==> src/hw/rtl/ber_tlv_stream_parser_defines.svh <==
// ============================================================================
// BER TLV stream parser - assertion macros
// Shared concurrent assertion forms for the parser RTL.
// ============================================================================
`ifndef BER_TLV_STREAM_PARSER_DEFINES_SVH
`define BER_TLV_STREAM_PARSER_DEFINES_SVH

// Same-cycle implication, checked outside reset.
`define BTLV_ASSERT_IMPL(label, clk, rst, ante, cons, msg) \
   label: assert property (@(posedge clk) disable iff (rst) (ante) |-> (cons)) \
      else $error(msg);

// Next-cycle implication, checked outside reset.
`define BTLV_ASSERT_NEXT(label, clk, rst, ante, cons, msg) \
   label: assert property (@(posedge clk) disable iff (rst) (ante) |=> (cons)) \
      else $error(msg);

`endif

==> src/hw/rtl/btlv_pkg.sv <==
// ============================================================================
// BER TLV stream parser - package
// Phase encoding, result codes and the result bundle shared by the RTL.
// ============================================================================
`default_nettype none

package btlv_pkg;

   localparam int LEN_BYTES_MAX_DEF = 8;
   localparam int OFFSET_BITS_DEF   = 16;

   typedef enum logic [2:0] {
      PH_HALT  = 3'd0,
      PH_TAG   = 3'd1,
      PH_DESC  = 3'd2,
      PH_LENB  = 3'd3,
      PH_VALUE = 3'd4
   } phase_type;

   localparam logic [1:0] CLASS_TAG     = 2'd0;
   localparam logic [1:0] CLASS_LENGTH  = 2'd1;
   localparam logic [1:0] CLASS_VALUE   = 2'd2;
   localparam logic [1:0] CLASS_IGNORED = 2'd3;

   localparam logic [2:0] ERR_NONE          = 3'd0;
   localparam logic [2:0] ERR_SHORT_AT_TAG  = 3'd1;
   localparam logic [2:0] ERR_BAD_LEN_OF_LEN = 3'd2;
   localparam logic [2:0] ERR_LEN_OVERRUN   = 3'd3;
   localparam logic [2:0] ERR_VALUE_OVERRUN = 3'd4;

   typedef struct packed {
      logic [1:0]  byte_class;
      logic [7:0]  tlv_tag;
      logic [15:0] value_length;
      logic [15:0] value_offset;
      logic        header_done;
      logic        tlv_done;
      logic [2:0]  error_code;
   } rsp_type;

endpackage

`default_nettype wire

==> src/hw/rtl/btlv_core.sv <==
// ============================================================================
// BER TLV stream parser - parse core
// Parse state registers and the per-byte classification and bound checks.
// ============================================================================
`default_nettype none

`include "ber_tlv_stream_parser_defines.svh"

module btlv_core #(
   parameter int LEN_BYTES_MAX = btlv_pkg::LEN_BYTES_MAX_DEF,
   parameter int OFFSET_BITS   = btlv_pkg::OFFSET_BITS_DEF
) (
   input  wire logic              clock,
   input  wire logic              reset,
   input  wire logic              step,
   input  wire logic [7:0]        data_byte,
   input  wire logic              buffer_start,
   input  wire logic [15:0]       buffer_length,
   output btlv_pkg::rsp_type      rsp
);

   localparam int LBL_W = $clog2(LEN_BYTES_MAX + 1);
   localparam int SUM_W = ((OFFSET_BITS > 16) ? OFFSET_BITS : 16) + 2;

   btlv_pkg::phase_type      phase_ff, phase_in;
   logic [OFFSET_BITS-1:0]   offset_ff, offset_in;
   logic [15:0]              buf_len_ff, buf_len_in;
   logic [7:0]               tag_ff, tag_in;
   logic [LBL_W-1:0]         len_left_ff, len_left_in;
   logic [15:0]              acc_ff, acc_in;
   logic                     ovf_ff, ovf_in;
   logic [15:0]              val_left_ff, val_left_in;

   btlv_pkg::phase_type      eff_phase;
   logic [OFFSET_BITS-1:0]   eff_offset;
   logic [15:0]              eff_len;
   logic [6:0]               desc_n;
   logic                     desc_long;
   logic [15:0]              lenb_acc;
   logic                     lenb_ovf;
   logic [15:0]              hdr_len;
   logic                     hdr_ovf;
   logic [SUM_W-1:0]         voff;
   logic [SUM_W-1:0]         hdr_end;
   logic                     hdr_bad;
   logic                     tag_short;
   logic                     desc_bad_lol;
   logic                     desc_overrun;
   logic                     lenb_last;
   logic                     val_last;

   // A buffer start overrides whatever phase the previous buffer left.
   assign eff_phase  = buffer_start ? btlv_pkg::PH_TAG : phase_ff;
   assign eff_offset = buffer_start ? '0 : offset_ff;
   assign eff_len    = buffer_start ? buffer_length : buf_len_ff;

   assign desc_n    = data_byte[6:0];
   assign desc_long = data_byte[7];

   // Once the accumulated length has passed 16 bits it stays overflowed.
   assign lenb_acc = {acc_ff[7:0], data_byte};
   assign lenb_ovf = ovf_ff | (|acc_ff[15:8]);

   assign hdr_len = (eff_phase == btlv_pkg::PH_DESC) ? {8'd0, data_byte} : lenb_acc;
   assign hdr_ovf = (eff_phase == btlv_pkg::PH_DESC) ? 1'b0 : lenb_ovf;

   assign voff    = SUM_W'(eff_offset) + SUM_W'(1);
   assign hdr_end = voff + SUM_W'(hdr_len);
   assign hdr_bad = hdr_ovf || (hdr_end > SUM_W'(eff_len));

   assign tag_short    = (SUM_W'(eff_offset) + SUM_W'(2)) > SUM_W'(eff_len);
   assign desc_bad_lol = (desc_n == 7'd0) || (desc_n > 7'(LEN_BYTES_MAX));
   assign desc_overrun = (voff + SUM_W'(desc_n)) > SUM_W'(eff_len);
   assign lenb_last    = (len_left_ff == LBL_W'(1));
   assign val_last     = (val_left_ff == 16'd1);

   // Next state
   always_comb begin
      phase_in    = eff_phase;
      buf_len_in  = eff_len;
      tag_in      = tag_ff;
      len_left_in = len_left_ff;
      acc_in      = acc_ff;
      ovf_in      = ovf_ff;
      val_left_in = val_left_ff;
      offset_in   = (eff_phase == btlv_pkg::PH_HALT) ? eff_offset
                                                     : eff_offset + OFFSET_BITS'(1);
      case (eff_phase)
         btlv_pkg::PH_TAG: begin
            tag_in   = data_byte;
            phase_in = tag_short ? btlv_pkg::PH_HALT : btlv_pkg::PH_DESC;
         end
         btlv_pkg::PH_DESC: begin
            ovf_in = 1'b0;
            if (!desc_long) begin
               acc_in = {8'd0, data_byte};
               if (hdr_bad) begin
                  phase_in = btlv_pkg::PH_HALT;
               end else if (hdr_len == 16'd0) begin
                  phase_in = btlv_pkg::PH_TAG;
               end else begin
                  val_left_in = hdr_len;
                  phase_in    = btlv_pkg::PH_VALUE;
               end
            end else begin
               acc_in = 16'd0;
               if (desc_bad_lol || desc_overrun) begin
                  phase_in = btlv_pkg::PH_HALT;
               end else begin
                  len_left_in = desc_n[LBL_W-1:0];
                  phase_in    = btlv_pkg::PH_LENB;
               end
            end
         end
         btlv_pkg::PH_LENB: begin
            acc_in      = lenb_acc;
            ovf_in      = lenb_ovf;
            len_left_in = len_left_ff - LBL_W'(1);
            if (lenb_last) begin
               if (hdr_bad) begin
                  phase_in = btlv_pkg::PH_HALT;
               end else if (hdr_len == 16'd0) begin
                  phase_in = btlv_pkg::PH_TAG;
               end else begin
                  val_left_in = hdr_len;
                  phase_in    = btlv_pkg::PH_VALUE;
               end
            end
         end
         btlv_pkg::PH_VALUE: begin
            val_left_in = val_left_ff - 16'd1;
            if (val_last) begin
               phase_in = btlv_pkg::PH_TAG;
            end
         end
         default: begin
            phase_in = btlv_pkg::PH_HALT;
         end
      endcase
   end

   // Result for the current byte
   always_comb begin
      rsp            = '0;
      rsp.byte_class = btlv_pkg::CLASS_IGNORED;
      case (eff_phase)
         btlv_pkg::PH_TAG: begin
            rsp.byte_class = btlv_pkg::CLASS_TAG;
            rsp.tlv_tag    = data_byte;
            if (tag_short) begin
               rsp.error_code = btlv_pkg::ERR_SHORT_AT_TAG;
            end
         end
         btlv_pkg::PH_DESC, btlv_pkg::PH_LENB: begin
            rsp.byte_class = btlv_pkg::CLASS_LENGTH;
            rsp.tlv_tag    = tag_ff;
            if ((eff_phase == btlv_pkg::PH_DESC && !desc_long) ||
                (eff_phase == btlv_pkg::PH_LENB && lenb_last)) begin
               if (hdr_bad) begin
                  rsp.error_code = btlv_pkg::ERR_VALUE_OVERRUN;
               end else begin
                  rsp.value_length = hdr_len;
                  rsp.value_offset = voff[15:0];
                  rsp.header_done  = 1'b1;
                  rsp.tlv_done     = (hdr_len == 16'd0);
               end
            end else if (eff_phase == btlv_pkg::PH_DESC) begin
               if (desc_bad_lol) begin
                  rsp.error_code = btlv_pkg::ERR_BAD_LEN_OF_LEN;
               end else if (desc_overrun) begin
                  rsp.error_code = btlv_pkg::ERR_LEN_OVERRUN;
               end
            end
         end
         btlv_pkg::PH_VALUE: begin
            rsp.byte_class = btlv_pkg::CLASS_VALUE;
            rsp.tlv_tag    = tag_ff;
            rsp.tlv_done   = val_last;
         end
         default: begin
            rsp.byte_class = btlv_pkg::CLASS_IGNORED;
         end
      endcase
   end

   always_ff @(posedge clock) begin
      if (reset) begin
         phase_ff    <= btlv_pkg::PH_HALT;
         offset_ff   <= '0;
         buf_len_ff  <= '0;
         tag_ff      <= '0;
         len_left_ff <= '0;
         acc_ff      <= '0;
         ovf_ff      <= 1'b0;
         val_left_ff <= '0;
      end else if (step) begin
         phase_ff    <= phase_in;
         offset_ff   <= offset_in;
         buf_len_ff  <= buf_len_in;
         tag_ff      <= tag_in;
         len_left_ff <= len_left_in;
         acc_ff      <= acc_in;
         ovf_ff      <= ovf_in;
         val_left_ff <= val_left_in;
      end
   end

   `BTLV_ASSERT_IMPL(a_value_left_nonzero, clock, reset, phase_ff == btlv_pkg::PH_VALUE, val_left_ff != 16'd0, "value phase entered with nothing left")
   `BTLV_ASSERT_IMPL(a_lenb_left_nonzero, clock, reset, phase_ff == btlv_pkg::PH_LENB, len_left_ff != '0, "length phase entered with no length bytes left")
   `BTLV_ASSERT_NEXT(a_halt_holds, clock, reset, step && !buffer_start && phase_ff == btlv_pkg::PH_HALT, phase_ff == btlv_pkg::PH_HALT && $stable(offset_ff), "halted parser moved without a buffer start")

endmodule

`default_nettype wire

==> src/hw/rtl/ber_tlv_stream_parser.sv <==
// ============================================================================
// BER TLV stream parser - top level
// Splits a byte stream into one-byte-tag BER TLVs with bound checking.
// ============================================================================
//
// The req channel carries one buffer byte per transfer. The first byte of a
// buffer has req_buffer_start high and brings the buffer length, which is
// sampled only then. The rsp channel returns exactly one result per byte:
// its class, the TLV tag, header results when a tag/length header completes,
// the end-of-TLV flag and an error code.
// A byte is first captured in the input register, then its result is
// loaded into the output register, which drives rsp_valid. One byte is
// taken every cycle while the receiver keeps up; the rate is set by the
// combinational parse step between the two registers. When rsp_ready is
// low the output register holds its result, the input register holds one
// more byte, and req_ready then drops until the output drains.
// After reset the parser is halted and both registers are empty; bytes are
// reported as ignored until a transfer with req_buffer_start arrives. After
// an error it halts again in the same way.
//
`default_nettype none

`include "ber_tlv_stream_parser_defines.svh"

module ber_tlv_stream_parser #(
   parameter int LEN_BYTES_MAX = btlv_pkg::LEN_BYTES_MAX_DEF,
   parameter int OFFSET_BITS   = btlv_pkg::OFFSET_BITS_DEF
) (
   input  wire logic        clock,
   input  wire logic        reset,
   input  wire logic        req_valid,
   output      logic        req_ready,
   input  wire logic [7:0]  req_data_byte,
   input  wire logic        req_buffer_start,
   input  wire logic [15:0] req_buffer_length,
   output      logic        rsp_valid,
   input  wire logic        rsp_ready,
   output      logic [1:0]  rsp_byte_class,
   output      logic [7:0]  rsp_tlv_tag,
   output      logic [15:0] rsp_value_length,
   output      logic [15:0] rsp_value_offset,
   output      logic        rsp_header_done,
   output      logic        rsp_tlv_done,
   output      logic [2:0]  rsp_error_code
);

   logic              in_valid_ff, in_valid_in;
   logic [7:0]        in_data_ff;
   logic              in_start_ff;
   logic [15:0]       in_len_ff;
   logic              out_valid_ff, out_valid_in;
   btlv_pkg::rsp_type out_ff;
   btlv_pkg::rsp_type core_rsp;
   logic              advance;
   logic              req_xfer;

   assign advance   = in_valid_ff && (!out_valid_ff || rsp_ready);
   assign req_ready = !in_valid_ff || advance;
   assign req_xfer  = req_valid && req_ready;

   assign in_valid_in  = req_xfer || (in_valid_ff && !advance);
   assign out_valid_in = advance || (out_valid_ff && !rsp_ready);

   btlv_core #(
      .LEN_BYTES_MAX (LEN_BYTES_MAX),
      .OFFSET_BITS   (OFFSET_BITS)
   ) u_core (
      .clock         (clock),
      .reset         (reset),
      .step          (advance),
      .data_byte     (in_data_ff),
      .buffer_start  (in_start_ff),
      .buffer_length (in_len_ff),
      .rsp           (core_rsp)
   );

   always_ff @(posedge clock) begin
      if (reset) begin
         in_valid_ff  <= 1'b0;
         out_valid_ff <= 1'b0;
      end else begin
         in_valid_ff  <= in_valid_in;
         out_valid_ff <= out_valid_in;
      end
   end

   always_ff @(posedge clock) begin
      if (req_xfer) begin
         in_data_ff  <= req_data_byte;
         in_start_ff <= req_buffer_start;
         in_len_ff   <= req_buffer_length;
      end
      if (advance) begin
         out_ff <= core_rsp;
      end
   end

   assign rsp_valid        = out_valid_ff;
   assign rsp_byte_class   = out_ff.byte_class;
   assign rsp_tlv_tag      = out_ff.tlv_tag;
   assign rsp_value_length = out_ff.value_length;
   assign rsp_value_offset = out_ff.value_offset;
   assign rsp_header_done  = out_ff.header_done;
   assign rsp_tlv_done     = out_ff.tlv_done;
   assign rsp_error_code   = out_ff.error_code;

   `BTLV_ASSERT_IMPL(a_header_is_length_byte, clock, reset, out_valid_ff && out_ff.header_done, out_ff.byte_class == btlv_pkg::CLASS_LENGTH && out_ff.error_code == btlv_pkg::ERR_NONE, "header completed on a non-length byte or with an error")
   `BTLV_ASSERT_IMPL(a_error_no_done, clock, reset, out_valid_ff && out_ff.error_code != btlv_pkg::ERR_NONE, !out_ff.header_done && !out_ff.tlv_done, "error result also flags completion")
   `BTLV_ASSERT_NEXT(a_stalled_byte_kept, clock, reset, in_valid_ff && !advance, in_valid_ff, "stalled input byte was dropped")

endmodule

`default_nettype wire
==> config.mk <==
export PLATFORM = sky130hd
export DESIGN_NAME = ber_tlv_stream_parser
export DESIGN_NICKNAME = d
export VERILOG_FILES = /design/src/hw/rtl/btlv_pkg.sv /design/src/hw/rtl/btlv_core.sv /design/src/hw/rtl/ber_tlv_stream_parser.sv
export VERILOG_INCLUDE_DIRS = /design/src /design/src/hw/rtl
export SDC_FILE = /design/constraint.sdc
export NUM_CORES = 1
export LEC_CHECK = 0
export BUFFER_PORTS_ARGS = -buffer_cell sky130_fd_sc_hd__buf_2
export CORE_UTILIZATION = 41
export DETAILED_ROUTE_END_ITERATION = 10
export GPL_ROUTABILITY_DRIVEN = 0
export GPL_TIMING_DRIVEN = 0
export PLACE_DENSITY_LB_ADDON = 0.2
export SLEW_MARGIN = 20
export SYNTH_ARGS = -nofsm -noshare
export SYNTH_HDL_FRONTEND = slang
export SYNTH_SLANG_ARGS = --single-unit
==> constraint.sdc <==
create_clock -name clock -period 5.35 [get_ports clock]
set_input_delay 1.07 -clock clock [delete_from_list [all_inputs] [get_ports clock]]
set_output_delay 1.07 -clock clock [all_outputs]
set_load 0.05 [all_outputs]
## Yosys cells after proc, flatten, opt, wreduce, memory -nomap -nowiden

Cells that the tools add are included.

- Bits in registers: 154
- Output and inout bits: 49

- $add $sub $neg: 7
- $lt $le $gt $ge: 4
- Equality and inequality tests: 10
- Muxes and demuxes: 37
- Bitwise logic cells: 3
- Reductions and logical operators: 33

Operator list:

| kind | number |
|---|---|
| $mux W16 | 8 |
| $gt A18 B16 Y1 | 3 |
| $pmux W16 S3 | 1 |
| $pmux W16 S2 | 1 |
| $mux W3 | 9 |
| $add A17 B16 Y18 | 1 |
| $add A17 B7 Y18 | 1 |
| $add A16 B1 Y17 const B | 1 |
| $add A16 B2 Y17 const B | 1 |
| $add A16 B1 Y16 const B | 1 |
| $eq A16 B1 Y1 const B | 1 |
| $logic_not A16 Y1 | 1 |
| $pmux W8 S2 | 1 |
| $sub A16 B1 Y16 const B | 1 |
| $pmux W3 S4 | 1 |
| $mux W2 | 5 |
| $logic_or A1 B1 Y1 | 8 |
| $mux W4 | 2 |
| $pmux W4 S2 | 1 |
| $reduce_and A4 Y1 | 2 |
| $reduce_or A8 Y1 | 1 |
| $gt A7 B4 Y1 const B | 1 |
| $logic_not A7 Y1 | 1 |
| $mux W7 | 1 |
| other kinds (21) | 40 |

## Logic depth before layout (Yosys ltp)

Gate-level depths: netlist of the first run.

- Word-level depth: 9
- Gate-level depth with buffers: 28
- Mapped depth without buffers: 26

## Modules after synthesis

A second synthesis of the first run with hierarchy kept.

- Cell total of the unflattened synthesis: 1,033
- Area total of the unflattened synthesis: 9,115.0 µm²

Modules (own cells, without submodules):

| module | instances | cells each | area an instance (µm²) | sequential area each (µm²) |
|---|---|---|---|---|
| btlv_core | 1 | 951 | 6,849.1 | 1,601.5 |
| ber_tlv_stream_parser | 1 | 82 | 2,265.9 | 2,202.1 |

## Least setup slack after synthesis of the first run

Ideal clock, no wire load.

- Path kind: reg-to-reg
- Start point: register in_start_ff
- End point: register out_ff (netlist bit rsp_value_length[10]), data pin
- Setup time: 0.255 ns
- Arrival: 5.248 ns
- Data required time: 5.095 ns
- Slack: -0.153 ns
- Cell stages (with the launch flop): 28
- Path buffers: 4
- Clock period less this slack: 5.503 ns
- Cell sequence: edfxtp_1 buf_6 clkbuf_1 buf_1 nor2b_1 ha_1 fa_1 a211oi_1 o21bai_1 a211oi_1 o31a_1 nor2_1 a21oi_1 o21bai_1 a21oi_1 xnor2_1 ha_1 nand4_1 nor4_1 o31a_1 o31ai_1 and4_1 o221ai_2 nand2_1 nand2b_1 inv_2 buf_2 and2_1

- Elaborated cells on any way between the ends: 18
- Classes of those cells: add/sub: 2; order compare: 1; eq/ne: 2; mux: 5; bitwise: 2; reduce/logical: 6

RTL lines:

| what | line | RTL |
|---|---|---|
| start, declared | ber_tlv_stream_parser.sv:49 | `logic in_start_ff;` |
| start signal, assigned | ber_tlv_stream_parser.sv:90 | `in_start_ff <= req_buffer_start;` |
| $mux W16 | btlv_core.sv:54 | `assign eff_offset = buffer_start ? '0 : offset_ff;` |
| $add A16 B1 Y17 | btlv_core.sv:67 | `assign voff = SUM_W'(eff_offset) + SUM_W'(1);` |
| net u_core.voff[1] | btlv_core.sv:43 | `logic [SUM_W-1:0] voff;` |
| $add A17 B16 Y18 | btlv_core.sv:68 | `assign hdr_end = voff + SUM_W'(hdr_len);` |
| $gt A18 B16 Y1 | btlv_core.sv:69 | `assign hdr_bad = hdr_ovf \|\| (hdr_end > SUM_W'(eff_len));` |
| $logic_or A1 B1 Y1 | btlv_core.sv:69 |  |
| $reduce_or A3 Y1 (no line) | n/a |  |
| end signal, assigned | ber_tlv_stream_parser.sv:94 | `out_ff <= core_rsp;` |
| end, declared | ber_tlv_stream_parser.sv:52 | `btlv_pkg::rsp_type out_ff;` |

The timed path passes the listed nets, and every way through them passes these cells.
A chain may end at the register's enable or synchronous reset.

## Worst setup path in the final report of the first run

- Start point: register in_start_ff
- End point: register u_core.val_left_ff[14]

- Elaborated cells on any way between the ends: 22
- Classes of those cells: add/sub: 2; order compare: 1; eq/ne: 5; mux: 10; reduce/logical: 4

RTL lines:

| what | line | RTL |
|---|---|---|
| $mux W16 * | btlv_core.sv:54 |  |
| $add A16 B1 Y17 * | btlv_core.sv:67 |  |
| net u_core.voff[2] | btlv_core.sv:43 |  |
| $add A17 B16 Y18 * | btlv_core.sv:68 |  |
| $gt A18 B16 Y1 * | btlv_core.sv:69 |  |
| $logic_or A1 B1 Y1 * | btlv_core.sv:69 |  |
| $mux W16 * | btlv_core.sv:120 | `if (hdr_bad) begin` |
| $mux W16 (on tied branches) | btlv_core.sv:119, btlv_core.sv:95 |  |
| $pmux W16 S3 * | btlv_core.sv:88 | `case (eff_phase)` |
| end signal, assigned | btlv_core.sv:204 | `val_left_ff <= val_left_in;` |
| end, declared | btlv_core.sv:32 | `logic [15:0] val_left_ff, val_left_in;` |

The timed path passes the listed nets; every way through them passes the cells marked *. The select of a mux whose other input is x is not followed.

==> key figures, run 1 <==
Synth
  – Number of synthesized flops with an enable pin: 72
  – Count of different cell masters after synthesis: slightly above 70
  – Avg Inst Size Synth: around 9 um2
  – Cells after Synth: 992
  – Synthesized area: approximately 0.0091 mm2
  – Cell accounting for the most synthesized area: edfxtp_1
  – Ys Warns: 0
  – Yosys top cell area share: 0.238
  – Syn nets: 1084
  – Most common flop cell mapped by yosys: dfxtp_1
  – Ys async rst share: 0
  – Post-synthesis sequential area ratio: 0.418
  – Synthesized flop and latch total: ~150
  – Cells taking the most area after synthesis: edfxtp_1 (24%), dfxtp_1 (18%), ha_1 (8.5%), nor2_1 (4.4%), a21oi_1 (4.0%)

GRT
  – Number of antenna violations at the first check in global routing: 0
  – Vias in the first global route: 7480
  – First-pass GRT wire length: roughly 42000 um
  – GRT overflow: 0
  – Gr usage total: 0.249
  – Largest net degree at the start of global routing: 44

Final layout
  – Layout Nets: ~1200
  – Fin area: 0.0114 mm2
  – Most common library cell in the layout ignoring fill and taps: nor2_1
  – Layout area overhead: 24.9%
  – Diodes inserted: 0
  – Most frequent cells in the layout: nor2_1 (96), nand2_1 (90), dfxtp_1 (81)
  – Share of cells above drive strength 1: 0.221

Route
  – # DRC: 0
  – Final WL: 28100 um
  – Vias/cell: 5.81
  – Routed WL per cell: about 20 um
  – DRT iter0 DRCs: between 700 and 800
  – Vias post-DR: 8242
  – Post-DRT Antenna Nets: 0
  – Pre-Repair DR Iteration Count: 6

Floorplanning
  – Num ports: approximately 80
  – Rows: 54
  – Die height: about 150 um
  – Starting Density: 0.417
  – Placeable core area: 0.0218 mm2
  – Chip Width: ~150 um
  – DIE AREA: 0.0228 mm2

STA
  – Slew headroom: 0.404
  – Slew @ Worst Pin: 0.888 ns
  – Fin. max-slew vios: 0
  – Hold WS: roughly 0.47 ns
  – Worst setup margin: -0.103 ns
  – Final hold violations: 0
  – Crit share post-route: 1.02
  – Fmax achieved: approximately 180 MHz
  – Post-route minimum period: 5.45 ns
  – Sum of negative setup slack: -1.02 ns
  – Final setup violating endpoints: 30
  – RSZ-0062 raised after global routing: true
  – Setup Skew: 0.0143 ns

Setup path
  – Crit-path max FO: 7
  – Critical path type: flop to flop
  – Worst setup SP type: flop
  – CP endpoint kind: flop
  – Crit path required time: roughly 5.7 ns
  – Worst EP arrival: 5.83 ns

Pwr
  – Peak VDD IR: 186 uV
  – PwrDens: 259 mW/mm2
  – Pwr Total: 2940 uW
  – Cell leakage power: 0.00448 uW

Place
  – Placed Area: 0.00987 mm2
  – Port bufs: 76
  – Post-DP HPWL: 19900 um

Min path
  – HP Class: flop to flop

Run
  – Max Cap Viol: 0

Clock tree
  – CTS tree: built
  – H-tree levels: 4
  – Clk Latency, worst-skew pair: 0.45 ns
  – CTS Sinks: 154
  – Reg clk slew, reported paths: 0.08 ns
  – Max clock buf depth: 2
  – Hold_buf cts: 0
  – CTS Buf Count: 17
  – CTS root buf: clkbuf_16

Status
  – Violated checks: setup timing
  – Status: complete, but fails checks
[final cells by class]
cell class                      count  area [um2]
Timing Repair Buffer              118         732
Clock inverter                     15         178
Clock buffer                       17         425
Fill cell                        1996       10500
Tap cell                          280         350
Buffer                             51         300
Inverter                           29         114
Sequential cell                   154        3800
Multi-Input combinational cell    755        5460
[metrics by stage]
step	worst slack (ns)	cells	util
4_1_cts	0.00131	1401	0.502
2_1_floorplan	0.00202	992	-
3_3_place_gp	-1.46	1348	0.451
3_5_place_dp	-1.56	1349	0.452
5_1_grt	-0.230	1419	0.521
6_report	-0.103	1419	0.521
[synthesized netlist by cell type (all sizes together) (14+ instances only)]
| cell | number |
|---|---|
| a211oi | 26 |
| a21o | 21 |
| a21oi | 73 |
| and2 | 31 |
| buf | 14 |
| clkbuf | 40 |
| dfxtp | 82 |
| edfxtp | 72 |
| ha | 62 |
| inv | 29 |
| mux2i | 22 |
| nand2 | 93 |
| nand3 | 35 |
| nor2 | 106 |
| nor3 | 27 |
| nor4 | 17 |
| o21ai | 24 |
| xnor2 | 36 |
| xor2 | 14 |
[worst paths after layout]
path	start	slack (ns)	cells after the start	endpoint
worst max-delay path	in_start_ff$_DFFE_PP_	-0.10	24	u_core.val_left_ff[14]$_SDFFE_PP0P_
worst min-delay path	u_core.val_left_ff[13]$_SDFFE_PP0P_	0.47	2	u_core.val_left_ff[13]$_SDFFE_PP0P_
worst max register to register	in_start_ff$_DFFE_PP_	-0.10	24	u_core.val_left_ff[14]$_SDFFE_PP0P_
worst min register to register	u_core.val_left_ff[13]$_SDFFE_PP0P_	0.47	2	u_core.val_left_ff[13]$_SDFFE_PP0P_
[worst max-delay path, stage by stage, from the launching register on]
cell	delay, ns
edfxtp_1	0.38
buf_6	0.15
clkbuf_16	0.16
nor2b_2	0.29
ha_4	0.22
xnor2_4	0.11
ha_4	0.31
o21ai_2	0.05
o21bai_1	0.19
and4_1	0.23
a211oi_2	0.06
o31a_1	0.36
o31ai_4	0.28
a31oi_1	0.14
xnor2_1	0.20
ha_1	0.28
nand4_1	0.18
nor4_4	0.07
o31a_1	0.15
o31ai_4	0.33
nand3_2	0.14
or3_4	0.40
a211o_4	0.41
o22a_1	0.18
a21oi_1	0.12
[sequential cells by signal, summed over array words and instances, names as in the netlist, 16 cells and up]
| name | cells |
|---|---|
| in_len_ff | 16 |
| rsp_value_length | 16 |
| rsp_value_offset | 16 |
| u_core.acc_ff | 16 |
| u_core.buf_len_ff | 16 |
| u_core.offset_ff | 16 |
| u_core.val_left_ff | 16 |
[repair_timing]
item                                    4_1_cts  5_1_grt
endpoints found under the setup margin       60       60
cloned                                        0        2
resized for setup                            70       61
setup buffers                                22       17
pin swaps                                    28       35
[logic make-up after synthesis]
kind of cell / Yosys count / share of synthesized area
mux: 23 / 0.0254
compound gates: 236 / 0.175
flops: 154 / 0.418
fa+ha+maj: 63 / 0.0874
buf+inv: 83 / 0.0366
simple gates: 382 / 0.207
xor+xnor: 51 / 0.0507
[where the power goes]
group          internal (uW)  switching, uW  total, uW
Clock                    632            610       1240
Sequential              1280           29.7       1310
Combinational            132            261        393
[metal layers]
layer	GRT usage	wire [um]	vias up
met4	0.0985	758	0
met3	0.0563	2250	63
li1	-	-	3923
met1	0.353	12900	3927
met5	0	0	-
met2	0.363	12200	329
Note: power is estimated with default switching activity, not from simulation.
==> run 2, diff against run 1 <==
CTS_BUF_LIST = sky130_fd_sc_hd__clkbuf_4   (was default)
==> run 2 against run 1 <==
  * The run still ends with setup timing left
  * Combinational power barely moved
  * Routed wire length down 0.38%
  * Critical path depth shrank 1
  * Power down 16%
  * Critical path type unchanged
  * Via count up 0.72%
  * Setup slack better by 0.029 ns
  * Cell area shrank 1.4%
  * Die area is the same
  * Non-clock buffer count rose by 9
==> key figures, run 2 (synthesis gave the netlist of run 1 again) <==
Setup path
  – Critical path type: flop to flop
  – Worst setup SP type: flop
  – Worst reg2reg path depth: 23 (-4.2%)
  – Critical path depth in cells: 23 (-4.2%)
  – CP max stage delay: 0.52 ns (+0.11 ns)
  – Crit path required time: 5.74 ns (about the same)
  – Worst path bufs/invs: 4 (+2)
  – Worst EP arrival: 5.81 ns (-0.02 ns)
  – Crit-path leading delay family: simple AND/OR/NAND/NOR gates
  – CP endpoint kind: flop
  – Crit-path max FO: 10 (+3)
  – Crit path max-delay cell type: or4b_1
  – CP cell instances: buf_6 -> or4b_1 -> buf_4 -> and2_1 -> ha_4 -> and4_1 -> a211oi_2 -> o31a_1 -> o31ai_4 -> a31oi_1 -> xnor2_1 -> ha_1 -> nand4_1 -> nor4_4 -> o31a_1 -> o31ai_4 -> and4_4 -> o221ai_4 -> nand2_2 -> nand2b_4 -> inv_8 -> buf_2 -> and2_1

Route
  – Post-DRT Antenna Nets: 0 (unchanged)
  – Routed WL per cell: 19.6 um (-1.2%)
  – # DRC: 0 (unchanged)
  – Vias/cell: 5.80 (-0.13%)
  – Final WL: 28000 um (-0.38%)
  – Vias post-DR: 8301 (+0.72%)
  – DRT iter0 DRCs: 710 (-3.9%)
  – Pre-Repair DR Iteration Count: 7 (+1)

Pwr
  – Cell leakage power: 0.00441 uW (-1.6%)
  – Sw power: 831 uW (-7.7%)
  – Logic pwr share: 0.161 (+0.027)
  – Peak VDD IR: 123 uV (-34%)
  – Pwr Total: 2460 uW (-16%)
  – Sw Share: 0.337 (+0.0311)
  – PwrDens: 220 mW/mm2 (-15%)
  – Pint: 1630 uW (-20%)
  – Sequential fraction of design power: 0.530 (+0.086)
  – Clock group share of total power: 0.309 (-0.114)

Floorplanning
  – Chip Width: 151 um (unchanged)
  – DIE AREA: 0.0228 mm2 (unchanged)
  – Die height: 151 um (unchanged)
  – Placeable core area: 0.0218 mm2 (unchanged)
  – Starting Density: 0.417 (unchanged)
  – Num ports: 78 (unchanged)
  – Rows: 54 (unchanged)

GRT
  – Largest net degree at the start of global routing: 44 (unchanged)
  – Vias in the first global route: 7500 (+0.27%)
  – GRT overflow: 0 (unchanged)
  – Gr usage total: 0.247 (-0.00201)
  – Number of antenna violations at the first check in global routing: 1 (+1)
  – First-pass GRT wire length: 41900 um (-0.31%)

STA
  – Crit share post-route: 1.01 (-0.00540)
  – RSZ-0062 raised after global routing: true
  – Final hold violations: 0 (unchanged)
  – Fin. max-slew vios: 0 (unchanged)
  – Worst setup margin: -0.0743 ns (+0.0289 ns)
  – Final setup violating endpoints: 36 (+20%)
  – Fmax achieved: 184 MHz (+0.53%)
  – Sum of negative setup slack: -1.52 ns (-0.492 ns)
  – Post-route minimum period: 5.42 ns (-0.0289 ns)
  – Slew @ Worst Pin: 0.902 ns (+0.0138 ns)
  – Slew headroom: 0.395 (-0.00926)
  – Setup Skew: 0.0331 ns (+0.0187 ns)

Final layout
  – Number of fill cells: 2006 (+0.50%)
  – Layout area overhead: 23.1%
  – Most frequent cells in the layout: nor2_1 (96), nand2_1 (89), dfxtp_1 (80)
  – Most common library cell in the layout ignoring fill and taps: nor2_1
  – Fin area: 0.0112 mm2 (-1.4%)
  – Layout Nets: 1227 (+0.74%)
  – Share of cells above drive strength 1: 0.242 (+0.0209)

Place
  – Post-DP HPWL: 19900 um (unchanged)
  – Pre-CTS setup slack: -1.56 ns (unchanged)
  – Placed Area: 0.00987 mm2 (unchanged)
  – Port bufs: 76 (unchanged)

Status
  – Violated checks: setup timing
  – Status: complete, but fails checks

Clock tree
  – CTS tree: built
  – CTS Sinks: 154 (unchanged)
  – Reg clk slew, reported paths: 0.17 ns (+0.09 ns)
  – Clk Latency, worst-skew pair: 0.61 ns (+0.16 ns)
  – H-tree levels: 4 (unchanged)
  – CTS Buf Count: 17 (unchanged)
  – Hold_buf cts: 0 (unchanged)
  – Max clock buf depth: 2 (unchanged)
  – CTS root buf: clkbuf_4

Min path
  – Hold path depth: 2 (unchanged)
  – HP Class: flop to flop

Run
  – Max Cap Viol: 0 (unchanged)
==> run 2: changes by cell type in the layout (fill, tap and decap cells not counted), moves of 2 or more <==
cell and delta:
clkbuf_4 +18, and2_1 -9, diode_2 +3, buf_4 +8, clkbuf_16 -17, and2_4 +10, o21ai_2 +2
==> run 2: timing repair <==
item | CTS | global route
endpoints found under the setup margin | 60 | 60
buffers inserted | 24 | 23
gates cloned | 0 | 3
endpoints found under the hold margin | 0 | 0
resized for setup | 72 | 76
pin swaps | 28 | 40
==> run 2: final cells by class <==
cell class / instances / area, um2 / share of cell area
inverter: 29 / 116 / 0.0104
timing repair buffer: 127 / 801 / 0.0715
clock inverter: 15 / 178 / 0.0159
buffer: 51 / 293 / 0.0261
antenna: 3 / 7.51 / 0.000670
clock buffer: 17 / 128 / 0.0114
multi-input combinational: 755 / 5520 / 0.493
sequential: 154 / 3810 / 0.340
tap: 280 / 350 / 0.0313
==> run 2: path summary, 6_finish.rpt <==
kind	start	to	slack (ns)
setup / recovery	in_start_ff$_DFFE_PP_	rsp_value_length[2]$_SDFFCE_PP0P_	-0.07
hold / removal	u_core.buf_len_ff[0]$_SDFFE_PP0P_	u_core.buf_len_ff[0]$_SDFFE_PP0P_	0.48
setup reg to reg	in_start_ff$_DFFE_PP_	rsp_value_length[2]$_SDFFCE_PP0P_	-0.07
hold reg to reg	u_core.buf_len_ff[0]$_SDFFE_PP0P_	u_core.buf_len_ff[0]$_SDFFE_PP0P_	0.48
==> run 2: worst reg2reg max path: stages, from the launching register on <==
cell and delay, ns:
edfxtp_1 0.41, buf_6 0.14, or4b_1 0.52, buf_4 0.21, and2_1 0.30, ha_4 0.36
and4_1 0.19, a211oi_2 0.06, o31a_1 0.35, o31ai_4 0.28, a31oi_1 0.14, xnor2_1 0.16
ha_1 0.29, nand4_1 0.16, nor4_4 0.37, o31a_1 0.25, o31ai_4 0.10, and4_4 0.17
o221ai_4 0.11, nand2_2 0.13, nand2b_4 0.15, inv_8 0.07, buf_2 0.14, and2_1 0.15
==> run 2: power by group through the flow <==
stage | registers, uW | clock network, uW | logic [uW]
2_1_floorplan | 1380 | 0 | 191
3_3_place_gp | 1330 | 0 | 339
3_5_place_dp | 1330 | 0 | 346
4_1_cts | 1300 | 776 | 366
5_1_grt | 1310 | 818 | 429
6_report | 1310 | 761 | 396
==> run 2: through the flow <==
stage	cells	util	hold slack (ns)
6_report	1431	0.513	0.484
5_1_grt	1431	0.513	0.502
4_1_cts	1403	0.490	0.478
3_5_place_dp	1349	0.452	0.457
3_3_place_gp	1348	0.451	0.441
2_1_floorplan	992	-	0.434
==> run 2: metal layers <==
metal | share of wire | track usage | vias up
met5 | 0.0018 | 0.0182 | -
met3 | 0.088 | 0.0581 | 66
met1 | 0.45 | 0.346 | 3926
li1 | - | - | 3933
met4 | 0.025 | 0.0950 | 2
met2 | 0.43 | 0.362 | 374
